File: config.mk
export PLATFORM = sky130hd
export DESIGN_NAME = three_axis_shake_detector_top
export DESIGN_NICKNAME = d
export VERILOG_FILES = /design/src/hw/rtl/shk_pkg.sv /design/src/hw/rtl/shk_lane.sv /design/src/hw/rtl/shk_merge.sv /design/src/hw/rtl/three_axis_shake_detector_top.sv
export VERILOG_INCLUDE_DIRS = /design/src /design/src/hw/rtl
export SDC_FILE = /design/constraint.sdc
export NUM_CORES = 2
export LEC_CHECK = 0
export ABC_AREA = 1
export BUFFER_PORTS_ARGS = -buffer_cell sky130_fd_sc_hd__buf_2
export CAP_MARGIN = 20
export CORE_MARGIN = 1
export CORE_UTILIZATION = 45
export CTS_BUF_LIST = sky130_fd_sc_hd__clkbuf_16
export DETAILED_ROUTE_END_ITERATION = 8
export PLACE_DENSITY = 0.71
export SETUP_SLACK_MARGIN = 0.3
export SYNTH_ARGS = -nofsm -noshare
export SYNTH_HDL_FRONTEND = slang
export SYNTH_SLANG_ARGS = --single-unit
export TNS_END_PERCENT = 5
File: constraint.sdc
create_clock -name clk -period 6.6 [get_ports clk]
set_input_delay 0.33 -clock clk [delete_from_list [all_inputs] [get_ports clk]]
set_output_delay 0.33 -clock clk [all_outputs]
set_load 0.005 [all_outputs]
File: src/hw/rtl/three_axis_shake_detector_top_assert.svh
// Assertion macros shared by the shake detector RTL.
`ifndef THREE_AXIS_SHAKE_DETECTOR_TOP_ASSERT_SVH
`define THREE_AXIS_SHAKE_DETECTOR_TOP_ASSERT_SVH
`ifndef SYNTHESIS
`define SHK_ASSERT(lbl, clk, rst, prop, msg) \
  lbl: assert property (@(posedge clk) disable iff (rst) prop) else $error(msg);
`define SHK_ASSERT_ALWAYS(lbl, clk, prop, msg) \
  lbl: assert property (@(posedge clk) prop) else $error(msg);
`else
`define SHK_ASSERT(lbl, clk, rst, prop, msg)
`define SHK_ASSERT_ALWAYS(lbl, clk, prop, msg)
`endif
`endif

File: src/hw/rtl/shk_pkg.sv
`default_nettype none
package shk_pkg;

  localparam int AXES      = 3;
  localparam int NORM_W    = 16;
  localparam int FRAC_BITS = 15;
  localparam int CNT_W     = $clog2(FRAC_BITS + 1);

  localparam logic signed [15:0] REST_X_RST    = -16'sd86;
  localparam logic signed [15:0] REST_Y_RST    = 16'sd200;
  localparam logic signed [15:0] REST_Z_RST    = 16'sd16500;
  localparam logic        [15:0] THRESHOLD_RST = 16'd16384;
  localparam logic        [15:0] DEBOUNCE_RST  = 16'd500;

  typedef enum logic [2:0] {
    CFG_REST_X,
    CFG_REST_Y,
    CFG_REST_Z,
    CFG_THRESHOLD,
    CFG_DEBOUNCE
  } shk_cfg_idx_t;

  typedef enum logic [1:0] {
    L_IDLE,
    L_DIV,
    L_SIGN,
    L_EVAL
  } shk_lane_state_t;

  typedef enum logic {
    T_IDLE,
    T_RUN
  } shk_top_state_t;

  typedef struct packed {
    logic [15:0] threshold;
    logic [15:0] debounce;
  } shk_eval_cfg_t;

  typedef struct packed {
    logic done;
    logic hit;
  } shk_lane_stat_t;

endpackage
`default_nettype wire

File: src/hw/rtl/shk_lane.sv
`default_nettype none
`include "three_axis_shake_detector_top_assert.svh"
module shk_lane (
  input  logic                   clk,
  input  logic                   rst,
  input  logic                   start,
  input  logic signed [15:0]     raw,
  input  logic signed [15:0]     rest,
  input  logic        [31:0]     now,
  input  shk_pkg::shk_eval_cfg_t ecfg,
  output shk_pkg::shk_lane_stat_t stat,
  output logic signed [15:0]     norm
);
  import shk_pkg::*;

  shk_lane_state_t state, state_next;

  logic [CNT_W-1:0]  cnt;
  logic [15:0]       rem;
  logic [16:0]       den;
  logic [15:0]       quo;
  logic              neg;
  logic              zero;
  logic              done;
  logic              hit;
  logic signed [15:0] prev;
  logic [31:0]       last;

  logic              ge;
  logic signed [16:0] d;
  logic signed [16:0] nd;
  logic [15:0]       mag0;
  logic signed [17:0] rest_w;
  logic signed [17:0] den_hi;
  logic signed [17:0] den_lo;
  logic [16:0]       den0;
  logic [16:0]       sub0;
  logic              i0;
  logic [16:0]       t;
  logic [16:0]       t_sub;
  logic              take;
  logic signed [16:0] diff;
  logic [16:0]       dmag;
  logic [31:0]       elapsed;
  logic              fire;

  assign ge     = raw >= rest;
  assign d      = {raw[15], raw} - {rest[15], rest};
  assign nd     = -d;
  assign mag0   = ge ? d[15:0] : nd[15:0];
  assign rest_w = 18'(rest);
  assign den_hi = 18'sd32768 - rest_w;
  assign den_lo = rest_w + 18'sd32768;
  assign den0   = ge ? den_hi[16:0] : den_lo[16:0];
  assign sub0   = {1'b0, mag0} - den0;
  assign i0     = {1'b0, mag0} >= den0;

  assign t      = {rem, 1'b0};
  assign t_sub  = t - den;
  assign take   = t >= den;

  assign diff    = {norm[15], norm} - {prev[15], prev};
  assign dmag    = diff[16] ? 17'(-diff) : diff;
  assign elapsed = now - last;
  assign fire    = (dmag > {1'b0, ecfg.threshold}) && (elapsed > {16'd0, ecfg.debounce});

  always_comb begin
    state_next = state;
    case (state)
      L_IDLE: begin
        if (start) state_next = L_DIV;
      end
      L_DIV: begin
        if (cnt == CNT_W'(1)) state_next = L_SIGN;
      end
      L_SIGN:  state_next = L_EVAL;
      L_EVAL:  state_next = L_IDLE;
      default: state_next = L_IDLE;
    endcase
  end

  always_ff @(posedge clk) begin
    if (rst) begin
      state <= L_IDLE;
      done  <= 1'b0;
      hit   <= 1'b0;
      prev  <= '0;
      last  <= '0;
    end else begin
      state <= state_next;
      case (state)
        L_IDLE: begin
          if (start) done <= 1'b0;
        end
        L_EVAL: begin
          done <= 1'b1;
          hit  <= fire;
          prev <= norm;
          if (fire) last <= now;
        end
        default: ;
      endcase
    end
  end

  always_ff @(posedge clk) begin
    case (state)
      L_IDLE: begin
        if (start) begin
          rem  <= i0 ? sub0[15:0] : mag0;
          den  <= den0;
          quo  <= {15'd0, i0};
          neg  <= !ge;
          zero <= den0 == 17'd0;
          cnt  <= CNT_W'(FRAC_BITS);
        end
      end
      L_DIV: begin
        rem <= take ? t_sub[15:0] : t[15:0];
        quo <= {quo[14:0], take};
        cnt <= cnt - CNT_W'(1);
      end
      L_SIGN: begin
        norm <= zero ? 16'sd0 : (neg ? 16'(~quo + 16'd1) : quo);
      end
      default: ;
    endcase
  end

  assign stat.done = done;
  assign stat.hit  = hit;

  `SHK_ASSERT(a_rem_below_den, clk, rst,
    (state == L_DIV && !zero) |-> ({1'b0, rem} < den),
    "divider remainder reached the divisor")
  `SHK_ASSERT(a_quo_in_range, clk, rst,
    (state == L_SIGN && !zero) |-> (quo <= 16'h8000),
    "quotient exceeds full scale")
  `SHK_ASSERT(a_done_clears_on_start, clk, rst,
    ($fell(done) && !$past(rst)) |-> $past(start),
    "done flag dropped without a start")

endmodule
`default_nettype wire

File: src/hw/rtl/shk_merge.sv
`default_nettype none
module shk_merge (
  input  logic                    clk,
  input  logic                    rst,
  input  logic                    load,
  input  shk_pkg::shk_lane_stat_t stat [shk_pkg::AXES],
  input  logic signed [15:0]      norm_in [shk_pkg::AXES],
  output logic                    can_load,
  input  logic                    out_ready,
  output logic                    out_valid,
  output logic                    shake_x,
  output logic                    shake_y,
  output logic                    shake_z,
  output logic signed [15:0]      norm_x,
  output logic signed [15:0]      norm_y,
  output logic signed [15:0]      norm_z
);
  import shk_pkg::*;

  assign can_load = !out_valid || out_ready;

  always_ff @(posedge clk) begin
    if (rst) begin
      out_valid <= 1'b0;
    end else if (load) begin
      out_valid <= 1'b1;
    end else if (out_ready) begin
      out_valid <= 1'b0;
    end
  end

  always_ff @(posedge clk) begin
    if (load) begin
      shake_x <= stat[0].hit;
      shake_y <= stat[1].hit;
      shake_z <= stat[2].hit;
      norm_x  <= norm_in[0];
      norm_y  <= norm_in[1];
      norm_z  <= norm_in[2];
    end
  end

endmodule
`default_nettype wire

File: src/hw/rtl/three_axis_shake_detector_top.sv
`default_nettype none
`include "three_axis_shake_detector_top_assert.svh"
// Each sample passes through the lane states divide, sign and evaluate, then loads into the output register.
// A new sample is taken only after the last result is loaded; each axis lane uses a 15-step restoring divider.
// The three axis lanes run in parallel; the output register lets the next sample start early.
// Reset (synchronous, active high) restores the default rest values, threshold and debounce,
// and clears the previous normalized values and the last trigger times to zero.
module three_axis_shake_detector_top (
  input  logic               clk,
  input  logic               rst,
  input  logic               in_valid,
  output logic               in_ready,
  input  logic signed [15:0] raw_x,
  input  logic signed [15:0] raw_y,
  input  logic signed [15:0] raw_z,
  input  logic        [31:0] time_ms,
  output logic               out_valid,
  input  logic               out_ready,
  output logic               shake_x,
  output logic               shake_y,
  output logic               shake_z,
  output logic signed [15:0] norm_x,
  output logic signed [15:0] norm_y,
  output logic signed [15:0] norm_z,
  input  logic               cfg_valid,
  output logic               cfg_ready,
  input  logic        [2:0]  cfg_index,
  input  logic        [15:0] cfg_data
);
  import shk_pkg::*;

  shk_top_state_t state, state_next;

  logic signed [15:0] rest [AXES];
  logic signed [15:0] raw_a [AXES];
  logic signed [15:0] norm_a [AXES];
  shk_lane_stat_t     stat [AXES];
  shk_eval_cfg_t      ecfg;
  logic [31:0]        now;
  logic               lane_start;
  logic               all_done;
  logic               load;
  logic               can_load;

  assign cfg_ready = 1'b1;
  assign raw_a[0]  = raw_x;
  assign raw_a[1]  = raw_y;
  assign raw_a[2]  = raw_z;
  assign all_done  = stat[0].done && stat[1].done && stat[2].done;

  always_ff @(posedge clk) begin
    if (rst) begin
      rest[0]        <= REST_X_RST;
      rest[1]        <= REST_Y_RST;
      rest[2]        <= REST_Z_RST;
      ecfg.threshold <= THRESHOLD_RST;
      ecfg.debounce  <= DEBOUNCE_RST;
    end else if (cfg_valid && cfg_ready) begin
      case (cfg_index)
        CFG_REST_X:    rest[0]        <= cfg_data;
        CFG_REST_Y:    rest[1]        <= cfg_data;
        CFG_REST_Z:    rest[2]        <= cfg_data;
        CFG_THRESHOLD: ecfg.threshold <= cfg_data;
        CFG_DEBOUNCE:  ecfg.debounce  <= cfg_data;
        default: ;
      endcase
    end
  end

  always_comb begin
    state_next = state;
    in_ready   = 1'b0;
    lane_start = 1'b0;
    load       = 1'b0;
    case (state)
      T_IDLE: begin
        in_ready   = 1'b1;
        lane_start = in_valid;
        if (in_valid) state_next = T_RUN;
      end
      T_RUN: begin
        if (all_done && can_load) begin
          load       = 1'b1;
          state_next = T_IDLE;
        end
      end
      default: state_next = T_IDLE;
    endcase
  end

  always_ff @(posedge clk) begin
    if (rst) begin
      state <= T_IDLE;
    end else begin
      state <= state_next;
    end
  end

  always_ff @(posedge clk) begin
    if (lane_start) now <= time_ms;
  end

  for (genvar a = 0; a < AXES; a++) begin : g_lane
    shk_lane u_lane (
      .clk   (clk),
      .rst   (rst),
      .start (lane_start),
      .raw   (raw_a[a]),
      .rest  (rest[a]),
      .now   (now),
      .ecfg  (ecfg),
      .stat  (stat[a]),
      .norm  (norm_a[a])
    );
  end

  shk_merge u_merge (
    .clk       (clk),
    .rst       (rst),
    .load      (load),
    .stat      (stat),
    .norm_in   (norm_a),
    .can_load  (can_load),
    .out_ready (out_ready),
    .out_valid (out_valid),
    .shake_x   (shake_x),
    .shake_y   (shake_y),
    .shake_z   (shake_z),
    .norm_x    (norm_x),
    .norm_y    (norm_y),
    .norm_z    (norm_z)
  );

  `SHK_ASSERT(a_result_after_lanes, clk, rst,
    ($rose(out_valid) && !$past(rst)) |-> $past(all_done),
    "result loaded before all lanes finished")
  `SHK_ASSERT(a_start_clears_done, clk, rst,
    lane_start |=> !all_done,
    "lanes still report done after a new sample started")
  `SHK_ASSERT_ALWAYS(a_reset_empties_output, clk,
    rst |=> !out_valid,
    "output register holds a result after reset")

endmodule
`default_nettype wire
==> flow_summary.toml <==
[status]
status = "finished with violations"
violations = "DRC"

[worst_setup_path]
start_kind = "register"
crit_type = "register to register"
worstPathRequired_ps = 7140
worst_setup_path_end_kind = "register"
cp_max_fo = 27
arrival_ps = 6530

[synthesis]
yosysSeqAreaShare = 0.321
synth.top_cells.by_area = "edfxtp_1, nand2_1, ha_1, inv_1, dfxtp_1"
synth_ff_type = "edfxtp_1"
synth-async-reset-ratio = 0
synth_edf_count = 344
synth_top_area_frac = 0.234
syn_inst = 6293
synth_area_per_cell_um2 = 7.00
synth-seq-cells = 534
syn-num-nets = 6832
synth_top_area_cell = "edfxtp_1"
netlist_area_um2 = 44100
synth_cell_types = 48
yosys_warnings = 0

[clocking]
cts_tree = "yes"
clk_path_buf_depth = 3
ctsHtreeMaxLevel = 2
cts_made_buffers = 60
cts_sinks = 534
clk_pin_slew_ps = 60
ctsRootBufferMaster = "clkbuf_16"
post-cts-setup-buffers = 0
clk_latency_ps = 680

[timing]
post-route-period-util = 0.908
max_freq_ghz = 0.167
relSlewSlack = 0.345
final.setup.tns_ps = 0
drv_slew = 0
finalSetupViolations = 0
fin_crit_ps = 5990
hold_violations = 0
fin_skew_ps = 43.2
worst_pin_slew_ps = 982
fin_hold_ws_ps = 35.4
rsz0062_at_grt = "yes"

[global_route]
grt_usage = 0.257
antenna_found_initial = 4
grt_pass1_wl_mm = 203
grt_overflow = 0
grt_start_max_net_pins = 71
grt_pass1_vias = 38400

[route]
drt-vias-per-instance = 5.35
ant_nets = 0
via_count = 41600
drt_iter0_drc = 3791
wl_per_cell_um = 16.7
totalWireLength_mm = 130
dr.pass1.iters = 8
drc = 18

[layout]
drive_gt1_frac = 0.0526
area_growth_pct = 10.3
utilization = 0.502
stdcell_area_um2 = 48600
nets = 6990
nFillCells = 9632

[pwr]
p_per_area_nw_per_um2 = 415
leakage_uw = 0.0229
vdd_drop_max_mv = 0.281

[place]
placed_cell_area_um2 = 46200
globalplace.congestion = 0.991
dp_hpwl_mm = 103
portBuffers = 156

[floorplan]
std_cell_rows = 114
start_util = 0.455
die_w_um = 315
die_area_um2 = 99200
core_um2 = 96900
ios = 158
fp.dieH_um = 315

[worst_hold_path]
hp-class = "input port to register"

[job]
max_cap_viol_count = 0
## timing repair
item,in CTS,in global routing
endpoints found under the setup margin,0,32
resized for setup,0,3
hold buffers,40,0
hold endpoints to repair,40,0
## per-layer routing
| metal | GRT usage | vias to the layer above | routed length [um] |
|---|---|---|---|
| met5 | 0 | - | 0 |
| met4 | 0.0966 | 0 | 4650 |
| met3 | 0.0332 | 225 | 10100 |
| met2 | 0.399 | 1412 | 56000 |
| met1 | 0.362 | 19000 | 59500 |
| li1 | - | 21000 | - |
## area by class of cell
cell class | instances | area, um2 | share of cell area
multi-input combinational | 4605 | 25600 | 0.526
inverter | 1020 | 3830 | 0.0789
timing repair buffer | 230 | 1490 | 0.0306
clock buffer | 62 | 1550 | 0.0319
clock inverter | 51 | 440 | 0.00906
tap | 1276 | 1600 | 0.0328
antenna | 3 | 7.51 | 0.000154
sequential | 534 | 14100 | 0.291
## report_power, final
| group | leakage, uW | internal, uW | switching, uW |
|---|---|---|---|
| Clock | 0.00101 | 1910 | 1500 |
| Sequential | 0.00477 | 4610 | 544 |
| Combinational | 0.0172 | 4180 | 7410 |
## cells in the mapped netlist (78+ instances only)
library cell and n:
nand2_1 1578, dfxtp_1 190, xor2_1 174, ha_1 420, edfxtp_1 344, nor3_1 110
o21ai_0 321, xnor2_1 85, nand4_1 126, clkbuf_1 78, nand3_1 388, a21oi_1 534
nor2_1 578, inv_1 1017
## cells by family after synthesis
group	synth area share
fa+ha+maj	0.126
simple gates	0.274
xor+xnor	0.0522
compound gates	0.125
buf+inv	0.101
other cells	0.0000851
flops	0.321
## layout by cell type, fill, tap and decap left out, types with 16 or more instances in the layout
cell type,n
nand2_1,1578
inv_1,1024
nor2_1,575
a21oi_1,533
ha_1,420
nand3_1,386
edfxtp_1,344
o21ai_0,318
dfxtp_1,190
xor2_1,174
buf_2,156
nand4_1,126
nor3_1,107
xnor2_1,85
clkbuf_16,62
nand3b_1,41
dlygate4sd3_1,40
a21o_1,31
buf_4,29
o211ai_1,23
o21a_1,21
o21bai_1,19
or2_2,18
a21boi_0,17
nor4_1,16
## critical path: stages, from the launching register on
cell and delay (ps):
edfxtp_1 490, ha_1 270, fa_1 410, o21ai_1 270
nand2_1 80, nand2_1 170, nand2_1 100, nand3_1 80
nand3_1 100, inv_1 170, buf_4 310, o21ai_1 130
xor2_1 310, inv_1 80, ha_1 360, a21oi_1 160
o21ai_0 110, o21bai_1 230, nand3_1 100, nand2_1 80
a21oi_1 140, o31ai_1 80, nand2_1 610, inv_1 270
nor2_1 370, nand3_1 200, nand3_1 120
## sequential cells by signal (all words and copies together), names as in the netlist, 3 cells and up
signal	cells
g_lane.u_lane.last	96
g_lane.u_lane.den	51
g_lane.u_lane.norm	48
g_lane.u_lane.prev	48
g_lane.u_lane.quo	48
g_lane.u_lane.rem	48
rest	48
ecfg	32
now	32
u_merge.norm_x	16
u_merge.norm_y	16
u_merge.norm_z	16
g_lane.u_lane.cnt	12
g_lane.u_lane.state	6
g_lane.u_lane.done	3
g_lane.u_lane.hit	3
g_lane.u_lane.neg	3
g_lane.u_lane.zero	3
## through the flow
stage,cells,power (uW),worst slack (ps)
5_1_grt,7779,22000,120
3_5_place_dp,7621,16500,329
6_report,7781,20200,608
3_3_place_gp,7620,16300,392
2_1_floorplan,6293,13900,2080
4_1_cts,7774,20000,316
## worst paths after layout
check                                          start                  endpoint  slack (ps)  cells past startpoint
worst min register to register  g_lane[1].u_lane.hit           u_merge.shake_y         430                      0
worst max register to register           rest[0][16]  g_lane[1].u_lane.rem[13]         610                     26
worst max-delay path                     rest[0][16]  g_lane[1].u_lane.rem[13]         610                     26
worst min-delay path                    cfg_data[14]                  ecfg[30]          40                      3
Power figures use the tool's default switching activity.
